[config.mk]
export PLATFORM = sky130hd
export DESIGN_NAME = keyframe_aware_drop_queue_unit_flat
export DESIGN_NICKNAME = d
export VERILOG_FILES = /design/src/rtl/kadq_pkg.sv /design/src/rtl/kadq_if.sv /design/src/rtl/kadq_ram.sv /design/src/rtl/kadq_scan.sv /design/src/rtl/kadq_ctrl.sv /design/src/rtl/keyframe_aware_drop_queue_unit.sv /design/src/flat_wrapper.sv
export SDC_FILE = /design/constraint.sdc
export NUM_CORES = 1
export LEC_CHECK = 0
export BUFFER_PORTS_ARGS = -buffer_cell sky130_fd_sc_hd__buf_2
export CAP_MARGIN = 20
export CELL_PAD_IN_SITES_DETAIL_PLACEMENT = 1
export CELL_PAD_IN_SITES_GLOBAL_PLACEMENT = 1
export CORE_MARGIN = 2
export CORE_UTILIZATION = 35
export CTS_BUF_LIST = sky130_fd_sc_hd__clkbuf_4
export DETAILED_ROUTE_END_ITERATION = 7
export PLACE_DENSITY = 0.56
export SLEW_MARGIN = 20
export SYNTH_ARGS = -nofsm -noshare
export SYNTH_HDL_FRONTEND = slang
export SYNTH_SLANG_ARGS = --single-unit
[constraint.sdc]
create_clock -name clk -period 5.1 [get_ports clk]
set_clock_uncertainty 0.2 [all_clocks]
set_input_delay 0.51 -clock clk [delete_from_list [all_inputs] [get_ports clk]]
set_output_delay 0.51 -clock clk [all_outputs]
set_load 0.02 [all_outputs]
[src/rtl/kadq_pkg.sv]
// Types, constants and helper functions of the frame drop queue.
package kadq_pkg;

    localparam int QUEUE_DEPTH  = 32;
    localparam int TAG_BITS     = 16;
    localparam int CHANNEL_BITS = 8;
    localparam int RESULT_BOUND = 32;

    localparam int ADDR_W  = $clog2(QUEUE_DEPTH);
    localparam int CNT_W   = $clog2(QUEUE_DEPTH + 1);
    localparam int OCC_W   = 6;
    localparam int LIMIT_W = 6;
    localparam int DROP_W  = 32;

    typedef logic [TAG_BITS-1:0]     tag_t;
    typedef logic [CHANNEL_BITS-1:0] chan_t;
    typedef logic [ADDR_W-1:0]       addr_t;
    typedef logic [CNT_W-1:0]        cnt_t;
    typedef logic [OCC_W-1:0]        occ_t;
    typedef logic [LIMIT_W-1:0]      lim_t;
    typedef logic [DROP_W-1:0]       drop_t;

    typedef enum logic [1:0] {
        MODE_PUSH      = 2'd0,
        MODE_POP_ONE   = 2'd1,
        MODE_POP_BATCH = 2'd2,
        MODE_SHUTDOWN  = 2'd3
    } mode_t;

    typedef enum logic [1:0] {
        ACT_NONE  = 2'd0,
        ACT_SAME  = 2'd1,
        ACT_OTHER = 2'd2,
        ACT_DROP  = 2'd3
    } act_t;

    localparam cnt_t CNT_DEPTH = cnt_t'(QUEUE_DEPTH);
    localparam logic [ADDR_W:0] DEPTH_A = (ADDR_W + 1)'(QUEUE_DEPTH);
    localparam lim_t CAP_RESET = lim_t'(32);

    typedef struct packed {
        logic  key;
        chan_t chan;
        tag_t  tag;
    } entry_t;

    typedef struct packed {
        logic   accepted;
        logic   has_frame;
        entry_t ent;
        logic   last;
        act_t   drop_action;
        occ_t   occupancy;
        drop_t  dropped;
        logic   closed;
    } result_t;

    typedef struct packed {
        logic  clear;
        logic  issue;
        addr_t idx;
    } scan_ctl_t;

    typedef struct packed {
        logic  pending;
        logic  same_found;
        addr_t same_idx;
        logic  any_found;
        addr_t any_idx;
    } scan_res_t;

    // Ring buffer address arithmetic: both operands lie below the depth.
    function automatic addr_t wrap_add(addr_t base, addr_t off);
        logic [ADDR_W:0] sum;
        sum = {1'b0, base} + {1'b0, off};
        if (sum >= DEPTH_A)
        begin
            sum = sum - DEPTH_A;
        end
        return sum[ADDR_W-1:0];
    endfunction

endpackage

[src/rtl/kadq_if.sv]
// Valid/ready channel interfaces for the request and result beats.
interface kadq_in_if;
    logic                 valid;
    logic                 ready;
    kadq_pkg::mode_t      mode;
    kadq_pkg::tag_t       frame_tag;
    kadq_pkg::chan_t      channel;
    logic                 keyframe;
    kadq_pkg::lim_t       batch_limit;

    modport source (output valid, mode, frame_tag, channel, keyframe, batch_limit,
                    input ready);
    modport sink   (input valid, mode, frame_tag, channel, keyframe, batch_limit,
                    output ready);
endinterface

interface kadq_out_if;
    logic                 valid;
    logic                 ready;
    logic                 accepted;
    logic                 has_frame;
    kadq_pkg::tag_t       out_tag;
    kadq_pkg::chan_t      out_channel;
    logic                 out_keyframe;
    logic                 last;
    kadq_pkg::act_t       drop_action;
    kadq_pkg::occ_t       occupancy;
    kadq_pkg::drop_t      dropped_total;
    logic                 closed;

    modport source (output valid, accepted, has_frame, out_tag, out_channel,
                    out_keyframe, last, drop_action, occupancy, dropped_total, closed,
                    input ready);
    modport sink   (input valid, accepted, has_frame, out_tag, out_channel,
                    out_keyframe, last, drop_action, occupancy, dropped_total, closed,
                    output ready);
endinterface

[src/rtl/kadq_ram.sv]
// Descriptor store: one write port and one registered read port.
module kadq_ram
(
    input  logic             clk,
    input  logic             we,
    input  kadq_pkg::addr_t  waddr,
    input  kadq_pkg::entry_t wdata,
    input  kadq_pkg::addr_t  raddr,
    output kadq_pkg::entry_t rdata
);

    kadq_pkg::entry_t mem [kadq_pkg::QUEUE_DEPTH];

    always_ff @(posedge clk)
    begin
        if (we)
        begin
            mem[waddr] <= wdata;
        end
        rdata <= mem[raddr];
    end

endmodule

[src/rtl/kadq_scan.sv]
// Shared compare unit: finds the oldest non-keyframe, overall and of one channel.
module kadq_scan
(
    input  logic                clk,
    input  logic                rst_n,
    input  kadq_pkg::scan_ctl_t ctl,
    input  kadq_pkg::entry_t    rdata,
    input  kadq_pkg::chan_t     chan,
    output kadq_pkg::scan_res_t res
);

    logic            pending_reg;
    kadq_pkg::addr_t pidx_reg;
    logic            same_found_reg;
    logic            same_found_next;
    kadq_pkg::addr_t same_idx_reg;
    kadq_pkg::addr_t same_idx_next;
    logic            any_found_reg;
    logic            any_found_next;
    kadq_pkg::addr_t any_idx_reg;
    kadq_pkg::addr_t any_idx_next;
    logic            hit_any;
    logic            hit_same;

    // The read data lines up with the index issued in the previous cycle.
    assign hit_any  = pending_reg && !rdata.key;
    assign hit_same = hit_any && (rdata.chan == chan);

    always_comb
    begin
        same_found_next = same_found_reg;
        same_idx_next   = same_idx_reg;
        any_found_next  = any_found_reg;
        any_idx_next    = any_idx_reg;
        if (ctl.clear)
        begin
            same_found_next = 1'b0;
            any_found_next  = 1'b0;
        end
        else
        begin
            if (hit_same && !same_found_reg)
            begin
                same_found_next = 1'b1;
                same_idx_next   = pidx_reg;
            end
            if (hit_any && !any_found_reg)
            begin
                any_found_next = 1'b1;
                any_idx_next   = pidx_reg;
            end
        end
    end

    always_ff @(posedge clk or negedge rst_n)
    begin
        if (!rst_n)
        begin
            pending_reg    <= 1'b0;
            same_found_reg <= 1'b0;
            any_found_reg  <= 1'b0;
        end
        else
        begin
            pending_reg    <= ctl.issue;
            same_found_reg <= same_found_next;
            any_found_reg  <= any_found_next;
        end
    end

    always_ff @(posedge clk)
    begin
        pidx_reg     <= ctl.idx;
        same_idx_reg <= same_idx_next;
        any_idx_reg  <= any_idx_next;
    end

    assign res.pending    = pending_reg;
    assign res.same_found = same_found_reg;
    assign res.same_idx   = same_idx_reg;
    assign res.any_found  = any_found_reg;
    assign res.any_idx    = any_idx_reg;

endmodule

[src/rtl/kadq_ctrl.sv]
// Sequencer of the frame drop queue: push policy, pops and the result register.
module kadq_ctrl
(
    input  logic                clk,
    input  logic                rst_n,
    input  kadq_pkg::cnt_t      cap_eff,
    kadq_in_if.sink             req,
    kadq_out_if.source          rsp,
    output logic                ram_we,
    output kadq_pkg::addr_t     ram_waddr,
    output kadq_pkg::entry_t    ram_wdata,
    output kadq_pkg::addr_t     ram_raddr,
    input  kadq_pkg::entry_t    ram_rdata,
    output kadq_pkg::scan_ctl_t scan_ctl,
    input  kadq_pkg::scan_res_t scan_res,
    output kadq_pkg::chan_t     scan_chan
);

    typedef enum logic [7:0] {
        S_IDLE    = 8'b0000_0001,
        S_SCAN    = 8'b0000_0010,
        S_COPY_RD = 8'b0000_0100,
        S_COPY_WR = 8'b0000_1000,
        S_INSERT  = 8'b0001_0000,
        S_POP_RD  = 8'b0010_0000,
        S_POP_OUT = 8'b0100_0000,
        S_FIN     = 8'b1000_0000
    } state_t;

    state_t            state_reg;
    state_t            state_next;
    kadq_pkg::cnt_t    count_reg;
    kadq_pkg::cnt_t    count_next;
    kadq_pkg::addr_t   head_reg;
    kadq_pkg::addr_t   head_next;
    logic              closed_reg;
    logic              closed_next;
    kadq_pkg::drop_t   drop_reg;
    kadq_pkg::drop_t   drop_next;
    logic              out_valid_reg;
    logic              out_valid_next;
    kadq_pkg::result_t out_res_reg;
    kadq_pkg::result_t out_res_next;
    kadq_pkg::entry_t  ent_reg;
    kadq_pkg::entry_t  ent_next;
    kadq_pkg::cnt_t    n_reg;
    kadq_pkg::cnt_t    n_next;
    kadq_pkg::cnt_t    k_reg;
    kadq_pkg::cnt_t    k_next;
    kadq_pkg::cnt_t    idx_reg;
    kadq_pkg::cnt_t    idx_next;
    logic              res_acc_reg;
    logic              res_acc_next;
    kadq_pkg::act_t    res_act_reg;
    kadq_pkg::act_t    res_act_next;
    logic              out_free;
    kadq_pkg::cnt_t    bat_n;
    kadq_pkg::addr_t   evict_pos;
    logic              last_beat;

    assign out_free  = !out_valid_reg || rsp.ready;
    assign req.ready = (state_reg == S_IDLE);
    assign scan_chan = ent_reg.chan;
    assign last_beat = ((k_reg + kadq_pkg::cnt_t'(1)) == n_reg);

    // Batch size: limited by the request, the fill and the result bound.
    always_comb
    begin
        if (int'(req.batch_limit) < int'(count_reg))
        begin
            bat_n = kadq_pkg::cnt_t'(req.batch_limit);
        end
        else
        begin
            bat_n = count_reg;
        end
        if (int'(bat_n) > kadq_pkg::RESULT_BOUND)
        begin
            bat_n = kadq_pkg::cnt_t'(kadq_pkg::RESULT_BOUND);
        end
    end

    always_comb
    begin
        state_next     = state_reg;
        count_next     = count_reg;
        head_next      = head_reg;
        closed_next    = closed_reg;
        drop_next      = drop_reg;
        out_valid_next = out_valid_reg;
        out_res_next   = out_res_reg;
        ent_next       = ent_reg;
        n_next         = n_reg;
        k_next         = k_reg;
        idx_next       = idx_reg;
        res_acc_next   = res_acc_reg;
        res_act_next   = res_act_reg;
        ram_we         = 1'b0;
        ram_waddr      = head_reg;
        ram_wdata      = ent_reg;
        ram_raddr      = head_reg;
        scan_ctl       = '0;
        evict_pos      = scan_res.any_idx;

        if (rsp.ready)
        begin
            out_valid_next = 1'b0;
        end

        case (state_reg)
            S_IDLE:
            begin
                if (req.valid)
                begin
                    ent_next.key  = req.keyframe;
                    ent_next.chan = req.channel;
                    ent_next.tag  = req.frame_tag;
                    res_acc_next  = 1'b0;
                    res_act_next  = kadq_pkg::ACT_NONE;
                    case (req.mode)
                        kadq_pkg::MODE_PUSH:
                        begin
                            if (closed_reg)
                            begin
                                state_next = S_FIN;
                            end
                            else if (count_reg >= cap_eff)
                            begin
                                idx_next       = '0;
                                scan_ctl.clear = 1'b1;
                                state_next     = S_SCAN;
                            end
                            else
                            begin
                                state_next = S_INSERT;
                            end
                        end
                        kadq_pkg::MODE_POP_ONE:
                        begin
                            n_next = kadq_pkg::cnt_t'(1);
                            k_next = '0;
                            if (count_reg == '0)
                            begin
                                state_next = S_FIN;
                            end
                            else
                            begin
                                state_next = S_POP_RD;
                            end
                        end
                        kadq_pkg::MODE_POP_BATCH:
                        begin
                            n_next = bat_n;
                            k_next = '0;
                            if (bat_n == '0)
                            begin
                                state_next = S_FIN;
                            end
                            else
                            begin
                                state_next = S_POP_RD;
                            end
                        end
                        default:
                        begin
                            closed_next = 1'b1;
                            state_next  = S_FIN;
                        end
                    endcase
                end
            end

            S_SCAN:
            begin
                if (idx_reg < count_reg)
                begin
                    ram_raddr      = kadq_pkg::wrap_add(head_reg,
                                                        idx_reg[kadq_pkg::ADDR_W-1:0]);
                    scan_ctl.issue = 1'b1;
                    scan_ctl.idx   = idx_reg[kadq_pkg::ADDR_W-1:0];
                    idx_next       = idx_reg + kadq_pkg::cnt_t'(1);
                end
                else if (!scan_res.pending)
                begin
                    if (drop_reg != '1)
                    begin
                        drop_next = drop_reg + kadq_pkg::drop_t'(1);
                    end
                    if (scan_res.same_found || scan_res.any_found)
                    begin
                        if (scan_res.same_found)
                        begin
                            evict_pos    = scan_res.same_idx;
                            res_act_next = kadq_pkg::ACT_SAME;
                        end
                        else
                        begin
                            res_act_next = kadq_pkg::ACT_OTHER;
                        end
                        idx_next = kadq_pkg::cnt_t'(evict_pos);
                        if ((kadq_pkg::cnt_t'(evict_pos) + kadq_pkg::cnt_t'(1)) < count_reg)
                        begin
                            state_next = S_COPY_RD;
                        end
                        else
                        begin
                            count_next = count_reg - kadq_pkg::cnt_t'(1);
                            state_next = S_INSERT;
                        end
                    end
                    else
                    begin
                        res_act_next = kadq_pkg::ACT_DROP;
                        state_next   = S_FIN;
                    end
                end
            end

            S_COPY_RD:
            begin
                ram_raddr  = kadq_pkg::wrap_add(head_reg,
                                 kadq_pkg::addr_t'(idx_reg + kadq_pkg::cnt_t'(1)));
                state_next = S_COPY_WR;
            end

            S_COPY_WR:
            begin
                ram_we    = 1'b1;
                ram_waddr = kadq_pkg::wrap_add(head_reg, idx_reg[kadq_pkg::ADDR_W-1:0]);
                ram_wdata = ram_rdata;
                idx_next  = idx_reg + kadq_pkg::cnt_t'(1);
                if ((idx_reg + kadq_pkg::cnt_t'(2)) < count_reg)
                begin
                    state_next = S_COPY_RD;
                end
                else
                begin
                    count_next = count_reg - kadq_pkg::cnt_t'(1);
                    state_next = S_INSERT;
                end
            end

            S_INSERT:
            begin
                if (count_reg < kadq_pkg::CNT_DEPTH)
                begin
                    ram_we     = 1'b1;
                    ram_waddr  = kadq_pkg::wrap_add(head_reg,
                                                    count_reg[kadq_pkg::ADDR_W-1:0]);
                    ram_wdata  = ent_reg;
                    count_next = count_reg + kadq_pkg::cnt_t'(1);
                end
                res_acc_next = 1'b1;
                state_next   = S_FIN;
            end

            S_POP_RD:
            begin
                state_next = S_POP_OUT;
            end

            S_POP_OUT:
            begin
                if (out_free)
                begin
                    out_valid_next           = 1'b1;
                    out_res_next.accepted    = 1'b0;
                    out_res_next.has_frame   = 1'b1;
                    out_res_next.ent         = ram_rdata;
                    out_res_next.last        = last_beat;
                    out_res_next.drop_action = kadq_pkg::ACT_NONE;
                    out_res_next.occupancy   =
                        kadq_pkg::occ_t'(count_reg - kadq_pkg::cnt_t'(1));
                    out_res_next.dropped     = drop_reg;
                    out_res_next.closed      = closed_reg;
                    head_next  = kadq_pkg::wrap_add(head_reg, kadq_pkg::addr_t'(1));
                    count_next = count_reg - kadq_pkg::cnt_t'(1);
                    k_next     = k_reg + kadq_pkg::cnt_t'(1);
                    if (last_beat)
                    begin
                        state_next = S_IDLE;
                    end
                    else
                    begin
                        state_next = S_POP_RD;
                    end
                end
            end

            S_FIN:
            begin
                if (out_free)
                begin
                    out_valid_next           = 1'b1;
                    out_res_next.accepted    = res_acc_reg;
                    out_res_next.has_frame   = 1'b0;
                    out_res_next.ent         = '0;
                    out_res_next.last        = 1'b1;
                    out_res_next.drop_action = res_act_reg;
                    out_res_next.occupancy   = kadq_pkg::occ_t'(count_reg);
                    out_res_next.dropped     = drop_reg;
                    out_res_next.closed      = closed_reg;
                    state_next               = S_IDLE;
                end
            end

            default:
            begin
                state_next = S_IDLE;
            end
        endcase
    end

    always_ff @(posedge clk or negedge rst_n)
    begin
        if (!rst_n)
        begin
            state_reg     <= S_IDLE;
            count_reg     <= '0;
            head_reg      <= '0;
            closed_reg    <= 1'b0;
            drop_reg      <= '0;
            out_valid_reg <= 1'b0;
        end
        else
        begin
            state_reg     <= state_next;
            count_reg     <= count_next;
            head_reg      <= head_next;
            closed_reg    <= closed_next;
            drop_reg      <= drop_next;
            out_valid_reg <= out_valid_next;
        end
    end

    always_ff @(posedge clk)
    begin
        out_res_reg <= out_res_next;
        ent_reg     <= ent_next;
        n_reg       <= n_next;
        k_reg       <= k_next;
        idx_reg     <= idx_next;
        res_acc_reg <= res_acc_next;
        res_act_reg <= res_act_next;
    end

    assign rsp.valid         = out_valid_reg;
    assign rsp.accepted      = out_res_reg.accepted;
    assign rsp.has_frame     = out_res_reg.has_frame;
    assign rsp.out_tag       = out_res_reg.ent.tag;
    assign rsp.out_channel   = out_res_reg.ent.chan;
    assign rsp.out_keyframe  = out_res_reg.ent.key;
    assign rsp.last          = out_res_reg.last;
    assign rsp.drop_action   = out_res_reg.drop_action;
    assign rsp.occupancy     = out_res_reg.occupancy;
    assign rsp.dropped_total = out_res_reg.dropped;
    assign rsp.closed        = out_res_reg.closed;

endmodule

[src/rtl/keyframe_aware_drop_queue_unit.sv]
// Top level of the keyframe-aware frame descriptor drop queue.
//
// Usage: frame descriptors and commands arrive as beats on req (push, pop one,
// pop batch, shutdown); every command produces one or more result beats on rsp,
// the last of which carries last = 1. The capacity register is loaded through
// cfg_wen/cfg_wdata and clamps to the queue depth; the user must write it only
// while the block is idle; the block does not enforce this. The block takes one
// command at a time: req.ready is high only in the idle state. A push below
// capacity goes through the insert state; a pop reads the store once per entry
// through the pop read and pop output states. A push at capacity first scans
// every held entry through the shared compare unit, then drops the new frame if
// no non-keyframe is held, or closes the gap left by the evicted entry with one
// read and one write per entry behind it, as the store has a single registered
// read port and a single write port. Reset clears the fill count, the closed
// flag, the drop counter and the result valid flag, and restores the capacity
// to its reset value; the store needs no clearing since only held entries are
// ever read. When the receiver stalls, the result register holds its beat and
// the sequencer waits before loading the next, so nothing is lost; a new
// command can still be accepted while a finished result waits to be taken.
module keyframe_aware_drop_queue_unit
(
    input  logic              clk,
    input  logic              rst_n,
    input  logic              cfg_wen,
    input  kadq_pkg::lim_t    cfg_wdata,
    kadq_in_if.sink           req,
    kadq_out_if.source        rsp
);

    kadq_pkg::lim_t      cap_reg;
    kadq_pkg::cnt_t      cap_eff;
    logic                ram_we;
    kadq_pkg::addr_t     ram_waddr;
    kadq_pkg::entry_t    ram_wdata;
    kadq_pkg::addr_t     ram_raddr;
    kadq_pkg::entry_t    ram_rdata;
    kadq_pkg::scan_ctl_t scan_ctl;
    kadq_pkg::scan_res_t scan_res;
    kadq_pkg::chan_t     scan_chan;

    // Capacity, unguarded; the user must write only while the block is idle.
    always_ff @(posedge clk or negedge rst_n)
    begin
        if (!rst_n)
        begin
            cap_reg <= kadq_pkg::CAP_RESET;
        end
        else if (cfg_wen)
        begin
            cap_reg <= cfg_wdata;
        end
    end

    // A capacity above the physical depth behaves as the depth itself.
    always_comb
    begin
        if (int'(cap_reg) > kadq_pkg::QUEUE_DEPTH)
        begin
            cap_eff = kadq_pkg::CNT_DEPTH;
        end
        else
        begin
            cap_eff = kadq_pkg::cnt_t'(cap_reg);
        end
    end

    kadq_ram u_ram
    (
        .clk   (clk),
        .we    (ram_we),
        .waddr (ram_waddr),
        .wdata (ram_wdata),
        .raddr (ram_raddr),
        .rdata (ram_rdata)
    );

    kadq_scan u_scan
    (
        .clk   (clk),
        .rst_n (rst_n),
        .ctl   (scan_ctl),
        .rdata (ram_rdata),
        .chan  (scan_chan),
        .res   (scan_res)
    );

    kadq_ctrl u_ctrl
    (
        .clk       (clk),
        .rst_n     (rst_n),
        .cap_eff   (cap_eff),
        .req       (req),
        .rsp       (rsp),
        .ram_we    (ram_we),
        .ram_waddr (ram_waddr),
        .ram_wdata (ram_wdata),
        .ram_raddr (ram_raddr),
        .ram_rdata (ram_rdata),
        .scan_ctl  (scan_ctl),
        .scan_res  (scan_res),
        .scan_chan (scan_chan)
    );

endmodule

[src/flat_wrapper.sv]
// flat-port wrapper written by rule: the top's interface ports become plain ports
module keyframe_aware_drop_queue_unit_flat 
  (clk, rst_n, cfg_wen, cfg_wdata, req_valid, req_mode, req_frame_tag, req_channel, req_keyframe, req_batch_limit, req_ready, rsp_valid, rsp_accepted, rsp_has_frame, rsp_out_tag, rsp_out_channel, rsp_out_keyframe, rsp_last, rsp_drop_action, rsp_occupancy, rsp_dropped_total, rsp_closed, rsp_ready);
  kadq_in_if req_i ();
  kadq_out_if rsp_i ();
  input  logic clk;
  input  logic rst_n;
  input  logic cfg_wen;
  input  kadq_pkg::lim_t cfg_wdata;
  input wire logic [$bits(req_i.valid)-1:0] req_valid;
  input wire logic [$bits(req_i.mode)-1:0] req_mode;
  input wire logic [$bits(req_i.frame_tag)-1:0] req_frame_tag;
  input wire logic [$bits(req_i.channel)-1:0] req_channel;
  input wire logic [$bits(req_i.keyframe)-1:0] req_keyframe;
  input wire logic [$bits(req_i.batch_limit)-1:0] req_batch_limit;
  output wire logic [$bits(req_i.ready)-1:0] req_ready;
  output wire logic [$bits(rsp_i.valid)-1:0] rsp_valid;
  output wire logic [$bits(rsp_i.accepted)-1:0] rsp_accepted;
  output wire logic [$bits(rsp_i.has_frame)-1:0] rsp_has_frame;
  output wire logic [$bits(rsp_i.out_tag)-1:0] rsp_out_tag;
  output wire logic [$bits(rsp_i.out_channel)-1:0] rsp_out_channel;
  output wire logic [$bits(rsp_i.out_keyframe)-1:0] rsp_out_keyframe;
  output wire logic [$bits(rsp_i.last)-1:0] rsp_last;
  output wire logic [$bits(rsp_i.drop_action)-1:0] rsp_drop_action;
  output wire logic [$bits(rsp_i.occupancy)-1:0] rsp_occupancy;
  output wire logic [$bits(rsp_i.dropped_total)-1:0] rsp_dropped_total;
  output wire logic [$bits(rsp_i.closed)-1:0] rsp_closed;
  input wire logic [$bits(rsp_i.ready)-1:0] rsp_ready;
  assign req_i.valid = req_valid;
  assign req_i.mode = req_mode;
  assign req_i.frame_tag = req_frame_tag;
  assign req_i.channel = req_channel;
  assign req_i.keyframe = req_keyframe;
  assign req_i.batch_limit = req_batch_limit;
  assign req_ready = req_i.ready;
  assign rsp_valid = rsp_i.valid;
  assign rsp_accepted = rsp_i.accepted;
  assign rsp_has_frame = rsp_i.has_frame;
  assign rsp_out_tag = rsp_i.out_tag;
  assign rsp_out_channel = rsp_i.out_channel;
  assign rsp_out_keyframe = rsp_i.out_keyframe;
  assign rsp_last = rsp_i.last;
  assign rsp_drop_action = rsp_i.drop_action;
  assign rsp_occupancy = rsp_i.occupancy;
  assign rsp_dropped_total = rsp_i.dropped_total;
  assign rsp_closed = rsp_i.closed;
  assign rsp_i.ready = rsp_ready;
  keyframe_aware_drop_queue_unit u_core (.clk(clk), .rst_n(rst_n), .cfg_wen(cfg_wen), .cfg_wdata(cfg_wdata), .req(req_i), .rsp(rsp_i));
endmodule
[Yosys cells after proc, flatten, opt, wreduce, memory -nomap -nowiden]
Memory sizes are Yosys's and may differ from the RTL's. A register that Yosys moved wholly into a read port is not among the register bits.
Index checks and enable logic that the tools add are counted.
Storage, ports and cells
  output and inout port bits: 71
  word-level logic and storage cells: 213
  memories kept: 1
  register bits after elaboration: 192
  RAM bits: 800
Memories
  u_core.u_ram.mem: depth 32, width 25, rd ports 1, clocked after Yosys merged registers in 1, wr ports 1, RTL line kadq_ram.sv:12  | kadq_pkg::entry_t mem [kadq_pkg::QUEUE_DEPTH];
Cells by class
  mux-type cells: 82
  reductions and logical operators: 40
  bitwise logic cells: 4
  magnitude comparators: 12
  eq/ne operators: 28
  $add $sub $neg: 15
Operators with widths (count)
  2-to-1 mux 6 bit: 23
  2-to-1 mux 69 bit: 2
  case mux 69 bit (2 select lines): 1
  2-to-1 mux 8 bit: 9
  2-to-1 mux 5 bit: 14
  case mux 8 bit (8 select lines): 1
  adder 32 x 1 -> 32 bit, second input constant: 1
  inequality test 32 bit, second input constant: 1
  2-to-1 mux 25 bit: 1
  greater-or-equal comparator 6 bit, second input constant: 4
  less-than comparator 6 bit: 4
  case mux 6 bit (2 select lines): 2
  case mux 6 bit (4 select lines): 1
  case mux 8 bit (3 select lines): 1
  inequality test 2 bit, second input constant: 11
  case mux 5 bit (2 select lines): 2
  subtractor 5 x 1 -> 5 bit, second input constant: 4
  adder 5 x 5 -> 6 bit: 3
  adder 6 x 1 -> 6 bit, second input constant: 3
  case mux 6 bit (3 select lines): 1
  2-to-1 mux 1 bit: 16
  nonzero test 2 bit: 7
  adder 5 x 1 -> 6 bit, second input constant: 2
  greater-than comparator 6 bit, second input constant: 2
  37 further kinds: 65

[Depth between registers and ports, before layout]
Gate-level depths: netlist (run 1).
  word-level depth: 12
  depth in mapped cells: 14

[By module]
A second synthesis (run 1) with hierarchy kept.
Unflattened totals
  cells, all modules: 2624
  area total of the unflattened synthesis: 41623.7 sq um
By module, submodules not included
  kadq_ram: sequential area each 24523.5 sq um, area an instance 31826.8 sq um, cells each 1778, times used 1
  kadq_ctrl: sequential area each 4780.8 sq um, area an instance 8863.5 sq um, cells each 787, times used 1
  kadq_scan: sequential area each 475.5 sq um, area an instance 645.6 sq um, cells each 40, times used 1
  keyframe_aware_drop_queue_unit: sequential area each 151.4 sq um, area an instance 287.8 sq um, cells each 19, times used 1

[Least setup slack after synthesis (run 1)]
No wires, ideal clock.
  path type: flip-flop to flip-flop
  from: register u_core.u_ctrl.state_reg[2]
  to: register u_core.u_ctrl.out_res_reg, in the netlist u_core.u_ctrl.rsp.accepted, enable pin
  stages on the path, launching flop included: 7
  arrival: 4707 ps
  slack: -304 ps
  required time: 4403 ps
  library setup time: 497 ps
  cell sequence: dfrtp_1 -> clkbuf_1 -> or2_2 -> or4_1 -> nor3b_2 -> nor2_1 -> nor2_1
Between the ends
  cells in the longest elaborated chain, start to end: 3
  elaborated cells between the ends (all ways): 6
  classes of those cells: eq/ne (4); reduce/logical (2)
Ends and longest elaborated chain
  start, declared: RTL line kadq_ctrl.sv:30  | state_t state_reg;
  start signal, assigned: RTL line kadq_ctrl.sv:327  | state_reg <= state_next;
  equality test 8 x 7 -> 1 bit or equality test 8 bit (tied branches): RTL line kadq_ctrl.sv:110  | case (state_reg)
  inequality test 2 bit (no line) or nonzero test 2 bit (tied branches)
  AND reduction 3 bit (no line) *
  end signal, assigned: RTL line kadq_ctrl.sv:338  | out_res_reg <= out_res_next;
  end, declared: RTL line kadq_ctrl.sv:42  | kadq_pkg::result_t out_res_reg;
Every way passes the cells marked *; elsewhere a longest branch is shown, timed or not.
A chain may end at the register's enable or synchronous reset.

[Worst setup path in the final report (run 1)]
  from: register u_core.u_ctrl.idx_reg[4]
  to: register, netlist name u_core.u_ram.rdata[4]
Between the ends
  cells in the longest elaborated chain, start to end: 5
  elaborated cells between the ends (all ways): 12
  classes of those cells: add/sub (5); order compare (3); mux (4)
Ends and longest elaborated chain
  start, declared: RTL line kadq_ctrl.sv:50  | kadq_pkg::cnt_t idx_reg;
  start signal, assigned: RTL line kadq_ctrl.sv:342  | idx_reg <= idx_next;
  adder 6 x 1 -> 6 bit or adder 5 x 5 -> 6 bit (tied branches)
  adder 5 x 5 -> 6 bit, or another cell as far along: RTL line kadq_pkg.sv:75  | sum = {1'b0, base} + {1'b0, off};
  subtractor 5 x 1 -> 5 bit, or another cell as far along: RTL line kadq_pkg.sv:78  | sum = sum - DEPTH_A;
  2-to-1 mux 5 bit (on tied branches): RTL line kadq_pkg.sv:76, kadq_ctrl.sv:175
  case mux 5 bit (2 select lines) *: RTL line kadq_ctrl.sv:110
Marked as above.

==> key figures, run 1 <==
Run status
  • Status: completed

Clock network
  • Num CTS Buffers: 296
  • Post_cts resized: 0
  • Clk pin slew, worst setup/hold paths: 0.07 ns
  • Clock Tree Root: clkbuf_4
  • CTS tree: done
  • CTS H-tree depth: 5
  • Hold_buf cts: 95
  • Clk Latency, worst-skew pair: 1.15 ns
  • Clock buffer depth: 4
  • CTS Sinks: 1017
  • Post-CTS Setup Repair Bufs: 0

Setup path
  • CP max stage delay: 0.61 ns
  • Crit path kind: reg2reg
  • Reg-to-reg endpoint: u_core.u_ram.rdata[4]
  • CP max-delay cell: edfxtp_1
  • Worst Path Required: 5.85 ns
  • Cell Chain, Critical Path: ha_1, a21oi_1, a21boi_1, a211oi_4, mux2_2, a221oi_4, buf_12, buf_4, nand3_1, o211ai_1, nand4_1, nand3b_1
  • Crit-path max FO: 23
  • WP data arrival: 5.61 ns
  • Reg2Reg Depth: 12
  • Worst Setup Start Kind: register
  • Worst R2R Start: u_core.u_ctrl.idx_reg[4]
  • R2R Setup Slk: 0.24 ns
  • Worst Setup End Kind: register

Route
  • Routed wire length: 124000 um
  • Wirelength per Cell: 22.76 um
  • DRC Markers: 0
  • Total number of vias: 27850
  • Initial DRC count: 1858
  • Vias per std cell: 5.110
  • Router iterations before antenna repair: 5
  • Antenna Nets Post-Route: 0

Floorplan
  • Die footprint: 121400 sq um
  • Die W: 348.4 um
  • Core area: 117800 sq um
  • # IOs: 115
  • FP Rows: 126
  • Initial Utilization: 0.3524
  • Die Ht: 348.4 um

Synthesis
  • XOR/XNOR Fraction of Synth Area: 0.01830
  • Syn avg cell area: 12.71 sq um
  • Synthesized area: 41500 sq um
  • Ranking of synthesized cells by area: edfxtp_1 (67%), nand2_1 (9.3%), dfrtp_1 (3.6%)
  • Number of distinct library cells after synthesis: 78
  • Mux contribution to synthesized area: 0.003648
  • Compound-gate portion of the synthesized area: 0.04555
  • Sequential area share after synthesis: 0.7212
  • Yosys warnings: 0
  • Main combinational cell family by area after synthesis: simple AND/OR/NAND/NOR gates
  • Syn_nets: 3362
  • Post-synth top area share: 0.6693
  • Cell taking the most area after synthesis: edfxtp_1
  • FFs w/ async S/R, synth: 0.06096
  • Most common cell in the netlist: nand2_1
  • Simple-Gate Fraction of Synth Area: 0.1741
  • Cells after Synth: 3265
  • Adder-Cell Fraction of Synth Area: 0.01652
  • Number of flops mapped to enable cells by yosys: 925
  • Yosys reg bits: 1017
  • Top cells by count, synth: nand2_1 (1026), edfxtp_1 (925), nand3_1 (275)
  • Most used flip-flop cell after synthesis: edfxtp_1

Place
  • Routability cong.: 0.8125
  • HPWL after DPL: 73290 um
  • PortBufs: 114
  • Placement Cell Area: 44750 sq um

Power and ir drop
  • Leakage: 18.11 nW
  • Worst vdd ir: 0.1845 mV
  • PwrDens: 334.7 nW/um^2

Global route
  • First-pass GRT wire length: 186000 um
  • Total track usage: 0.2050
  • Initial antenna violation count: 4
  • Vias in the first global route: 29910
  • Grt ovf: 0
  • GR peak layer: met2
  • Met3 Use GR: 0.04098
  • Global Route met2 Usage: 0.3446
  • Met1 global-route usage: 0.2654
  • Largest net degree at the start of global routing: 106

Layout
  • Design area: 49410 sq um
  • Layout area overhead: 19.05%
  • Number of fill cells: 12450
  • Layout Nets: 3799
  • Share of cells above drive strength 1: 0.1988
  • Max reg flops: 800

Timing
  • Fmax: 0.2057 GHz
  • Relative slew margins: 0.2918
  • Final cycle utilization of the critical path: 0.9530
  • Worst Max-Slew Pin Slew: 1.060 ns
  • Fin Hold WS: 0.2271 ns
  • Final Max Slew Viols: 0
  • Fin Setup TNS: 0 ns
  • RSZ-0062 raised after global routing: no
  • Finish-stage setup viols: 0
  • Min Tclk post-route: 4.860 ns
  • Hold Vio Cnt, Final: 0

Flow run
  • Max-cap violation count: 0

Worst hold path
  • HP Start: u_core.u_scan.pidx_reg[2]
  • Worst min-delay path class: reg2reg
  • Hold Path Depth: 0
  • Hold EP: u_core.u_scan.any_idx_reg[2]
## per-layer routing
layer	vias to the layer above	share of wire	routed length, um
li1	12840	-	-
met1	14110	0.44	54650
met2	710	0.49	60660
met3	195	0.050	6202
met4	0	0.020	2528
met5	-	0	0
## critical path, delay by kind of cell, from the launching register on
family          cells  cell delay (ns)
compound gates      5             1.53
buf+inv             2             0.56
simple gates        3             0.96
fa+ha+maj           1             0.42
flops               1             0.61
mux                 1             0.41
## kinds of logic (layout without fill, tap and decap cells)
| kind of cell | Yosys count | in the layout |
|---|---|---|
| adders and majority gates | 53 | 53 |
| other | 0 | 5 |
| xor gates and xnor gates | 85 | 85 |
| and+or+nand+nor | 1637 | 1637 |
| DFF | 1017 | 1017 |
| buffers and inverters | 202 | 846 |
| muxes | 14 | 14 |
| AOI/OAI and AO/OA | 257 | 257 |
## area by class of cell
cell class              count  area [sq um]  area share
well taps                1536          1922     0.03889
clock buffers             450          3378     0.06837
repair buffers            309          2730     0.05525
flip-flops and latches   1017         29930      0.6058
inverters                  32         120.1    0.002431
diodes                      5         12.51   0.0002532
multi-input cells        2046         11080      0.2242
clock inverters            55         240.2    0.004862
## per-stage QoR
step	total power [W]	instances	worst slack, ns	utilization
2_1_floorplan	0.009172	3265	0.8506	-
3_3_place_gp	0.009211	4844	0.4303	0.3800
3_5_place_dp	0.009214	4844	0.3392	0.3800
4_1_cts	0.01681	5444	0.3348	0.4188
5_1_grt	0.01724	5446	0.1778	0.4195
6_report	0.01654	5450	0.2396	0.4196
## worst max-delay path by stage
stage	start	endpoint	slack (ns)	cells past startpoint
finish	u_core.u_ctrl.idx_reg[4]	u_core.u_ram.rdata[4]	0.24	12
global route	u_core.u_ctrl.idx_reg[4]	u_core.u_ram.rdata[4]	0.18	12
CTS	u_core.u_ctrl.idx_reg[4]	u_core.u_ram.rdata[4]	0.33	12
detailed placement	u_core.u_ctrl.idx_reg[4]	u_core.u_ram.rdata[4]	0.34	12
global placement	u_core.u_ctrl.idx_reg[4]	u_core.u_ram.rdata[4]	0.43	12
floorplan	u_core.u_ctrl.state_reg[2]	u_core.u_ctrl.rsp.accepted	0.85	6
## placed cells by master, fill, tap and decap left out, types with 17 or more instances in the layout
cell type      Yosys  routed
a21o_1            18      18
a21oi_1           24      24
a31oi_1           52      52
and2_1            37      35
and3_1            17      17
buf_12             0      35
buf_2             80     114
buf_4              0      64
clkbuf_4           0     450
clkinv_1           1      42
dfrtp_1           60      60
dfxtp_1           30      30
dlygate4sd3_1      0      95
edfxtp_1         925     925
ha_1              50      50
inv_1             31      31
nand2_1         1026    1005
nand2_2            3      24
nand3_1          275     275
nand3b_1          30      30
nand4_1           87      87
nor2_1            89      62
nor2_4             1      28
o211ai_1         100     100
xnor2_1           49      49
xor2_1            35      35
## power breakdown
group / internal (W) / switching (W)
Combinational: 0.0000767 / 0.0000509
Clock: 0.00404 / 0.00340
Sequential: 0.00897 / 0.00000260
Power figures use the tool's default switching activity.
==> inputs of run 2 (changes only) <==
--- a/config.mk
+++ b/config.mk
@@ -10,10 +10,10 @@
 export CELL_PAD_IN_SITES_DETAIL_PLACEMENT = 1
 export CELL_PAD_IN_SITES_GLOBAL_PLACEMENT = 1
 export CORE_MARGIN = 2
-export CORE_UTILIZATION = 35
-export CTS_BUF_LIST = sky130_fd_sc_hd__clkbuf_4
+export CORE_UTILIZATION = 45
+export CTS_BUF_LIST = sky130_fd_sc_hd__clkbuf_16
 export DETAILED_ROUTE_END_ITERATION = 7
-export PLACE_DENSITY = 0.56
+export PLACE_DENSITY = 0.67
 export SLEW_MARGIN = 20
 export SYNTH_ARGS = -nofsm -noshare
 export SYNTH_HDL_FRONTEND = slang
==> constraint.sdc (replaced) <==
create_clock -name clk -period 5.7 [get_ports clk]
set_clock_uncertainty 0.2 [all_clocks]
set_input_delay 0.57 -clock clk [delete_from_list [all_inputs] [get_ports clk]]
set_output_delay 0.57 -clock clk [all_outputs]
set_load 0.02 [all_outputs]
==> key figures, run 2 (same netlist as run 1, synthesis figures left out) <==
Run status
  • Status: completed

Clock network
  • CTS tree: done
  • Clk pin slew, worst setup/hold paths: 0.07 ns (about the same)
  • Num CTS Buffers: 107 (-64%)
  • CTS H-tree depth: 3 (-2)
  • CTS Sinks: 1017 (unchanged)
  • Clock buffer depth: 3 (-1)
  • Post_cts resized: 0 (unchanged)
  • Clk Latency, worst-skew pair: 0.70 ns (-0.45 ns)
  • Clock Tree Root: clkbuf_16

Route
  • Total number of vias: 27210 (-2.3%)
  • Vias per std cell: 5.765 (+13%)
  • Routed wire length: 123800 um (-0.23%)
  • Initial DRC count: 2405 (+29%)
  • DRC Markers: 0 (unchanged)
  • Antenna Nets Post-Route: 0 (unchanged)
  • Wirelength per Cell: 26.23 um (+15%)
  • Router iterations before antenna repair: 5 (unchanged)

Floorplan
  • Die Ht: 307.7 um (-12%)
  • FP Rows: 111 (-12%)
  • Core area: 91520 sq um (-22%)
  • Initial Utilization: 0.4535 (+0.1010)
  • Die W: 307.7 um (-12%)
  • Die footprint: 94680 sq um (-22%)
  • # IOs: 115 (unchanged)

Global route
  • First-pass GRT wire length: 183000 um (-1.6%)
  • Initial antenna violation count: 1 (-3)
  • Total track usage: 0.2609 (+0.05597)
  • Grt ovf: 0 (unchanged)
  • Vias in the first global route: 27960 (-6.5%)
  • Largest net degree at the start of global routing: 142 (+34%)

Timing
  • Finish-stage setup viols: 0 (unchanged)
  • Fmax: 0.2035 GHz (-1.1%)
  • RSZ-0062 raised after global routing: no
  • Final cycle utilization of the critical path: 0.8619 (-0.09108)
  • Min Tclk post-route: 4.913 ns (+0.05264 ns)
  • Worst Max-Slew Pin Slew: 1.117 ns (+0.05684 ns)
  • Final Max Slew Viols: 0 (unchanged)
  • Relative slew margins: 0.2538 (-0.03802)
  • Hold Vio Cnt, Final: 0 (unchanged)
  • Fin Setup TNS: 0 ns (unchanged)

Layout
  • Max reg flops: 800 (unchanged)
  • Most common cell after layout, fill and taps aside: nand2_1
  • Layout Nets: 3535 (-6.9%)
  • Layout area overhead: 15.32%
  • Share of cells above drive strength 1: 0.1277 (-0.07108)
  • Most frequent cells in the layout: nand2_1 (1006), edfxtp_1 (925), nand3_1 (275), buf_2 (114), clkbuf_16 (108)
  • Design area: 47860 sq um (-3.1%)

Setup path
  • Crit-path max FO: 74 (+220%)
  • Worst Setup End Kind: register
  • Worst Setup Start Kind: register
  • R2R Setup Slk: 0.79 ns (+0.55 ns)
  • WP data arrival: 5.27 ns (-0.34 ns)
  • Worst Path Required: 6.06 ns (+0.21 ns)
  • Crit path kind: reg2reg

Power and ir drop
  • Total power: 0.01502 W (-9.2%)
  • PwrDens: 313.7 nW/um^2 (-6.3%)
  • Leakage: 17.34 nW (-4.3%)
  • Worst vdd ir: 0.2402 mV (+30%)

Worst hold path
  • Worst min-delay path class: in2reg

Place
  • Placement Cell Area: 43940 sq um (-1.8%)
  • PortBufs: 114 (unchanged)
  • HPWL after DPL: 75600 um (+3.1%)
  • Routability cong.: 0.8765 (+7.9%)

Flow run
  • Max-cap violation count: 0 (unchanged)
## run 2: cell count changes in the layout (fill, tap and decap cells not counted), moves of 4 or more
| cell | change |
|---|---|
| clkbuf_4 | -449 |
| inv_2 | -9 |
| clkbuf_16 | +108 |
| bufinv_16 | +11 |
| inv_1 | +29 |
| diode_2 | -4 |
| clkinv_2 | +21 |
| buf_12 | -20 |
| clkinvlp_4 | +4 |
| dlygate4sd3_1 | -61 |
| clkinv_1 | -21 |
## run 2: metal layers
| metal | vias to the layer above | GRT usage | part of all wire |
|---|---|---|---|
| li1 | 12130 | - | - |
| met4 | 2 | 0.07760 | 0.026 |
| met5 | - | 0 | 0.00011 |
| met1 | 13970 | 0.3514 | 0.42 |
| met3 | 191 | 0.03854 | 0.061 |
| met2 | 910 | 0.4393 | 0.49 |
## run 2: worst paths after layout
kind,from,to,cells after the start
max in group asynchronous,rst_n,u_core.u_ctrl.drop_reg[28],3
hold reg to reg,u_core.u_scan.pidx_reg[3],u_core.u_scan.same_idx_reg[3],0
setup reg to reg,u_core.u_ctrl.count_reg[4],u_core.u_ram.rdata[6],13
setup / recovery,u_core.u_ctrl.count_reg[4],u_core.u_ram.rdata[6],13
hold / removal,cfg_wen,u_core.cap_reg[1],2
min in group asynchronous,rst_n,u_core.u_ctrl.count_reg[0],3
## run 2: where the power goes
part | total (W) | leakage [nW] | internal [W] | switching [W]
logic | 0.0000798 | 6.16 | 0.0000408 | 0.0000390
registers | 0.00803 | 9.37 | 0.00802 | 0.00000231
clock network | 0.00691 | 1.81 | 0.00398 | 0.00294
## run 2: area by class of cell
class	instances	area (sq um)
Fill cell	9134	43660
Sequential cell	1017	29930
Multi-Input combinational cell	2046	11070
Clock buffer	108	2703
Timing Repair Buffer	234	1787
Tap cell	1186	1484
Clock inverter	95	768.2
Inverter	32	120.1
Antenna cell	1	2.502
## run 2: metrics by stage
stage          instances    util  worst slack [ns]  hold WS (ns)
2_1_floorplan       3265       -            0.2960       0.07441
3_3_place_gp        4476  0.4799            0.9552        0.2090
3_5_place_dp        4477  0.4801            0.8870        0.2190
4_1_cts             4714  0.5217            0.7968      0.005638
5_1_grt             4718  0.5229            0.5741       0.03539
6_report            4719  0.5230            0.7869       0.05438
## run 2: what timing repair did
action / 4_1_cts / 5_1_grt
setup endpoints to repair: 0 / 0
hold buffers: 34 / 0
setup buffers: 0 / 0
hold endpoints to repair: 91 / 0
## run 2: critical path, cell delays in order (launching register included)
cell,delay [ns]
dfrtp_1,0.45
inv_1,0.31
ha_1,0.33
a21oi_1,0.21
a21boi_1,0.15
a211oi_4,0.68
mux2_2,0.43
a221oi_4,0.38
buf_12,0.33
and2_2,0.52
buf_12,0.32
a31oi_1,0.16
nand4_1,0.17
nand3b_1,0.09
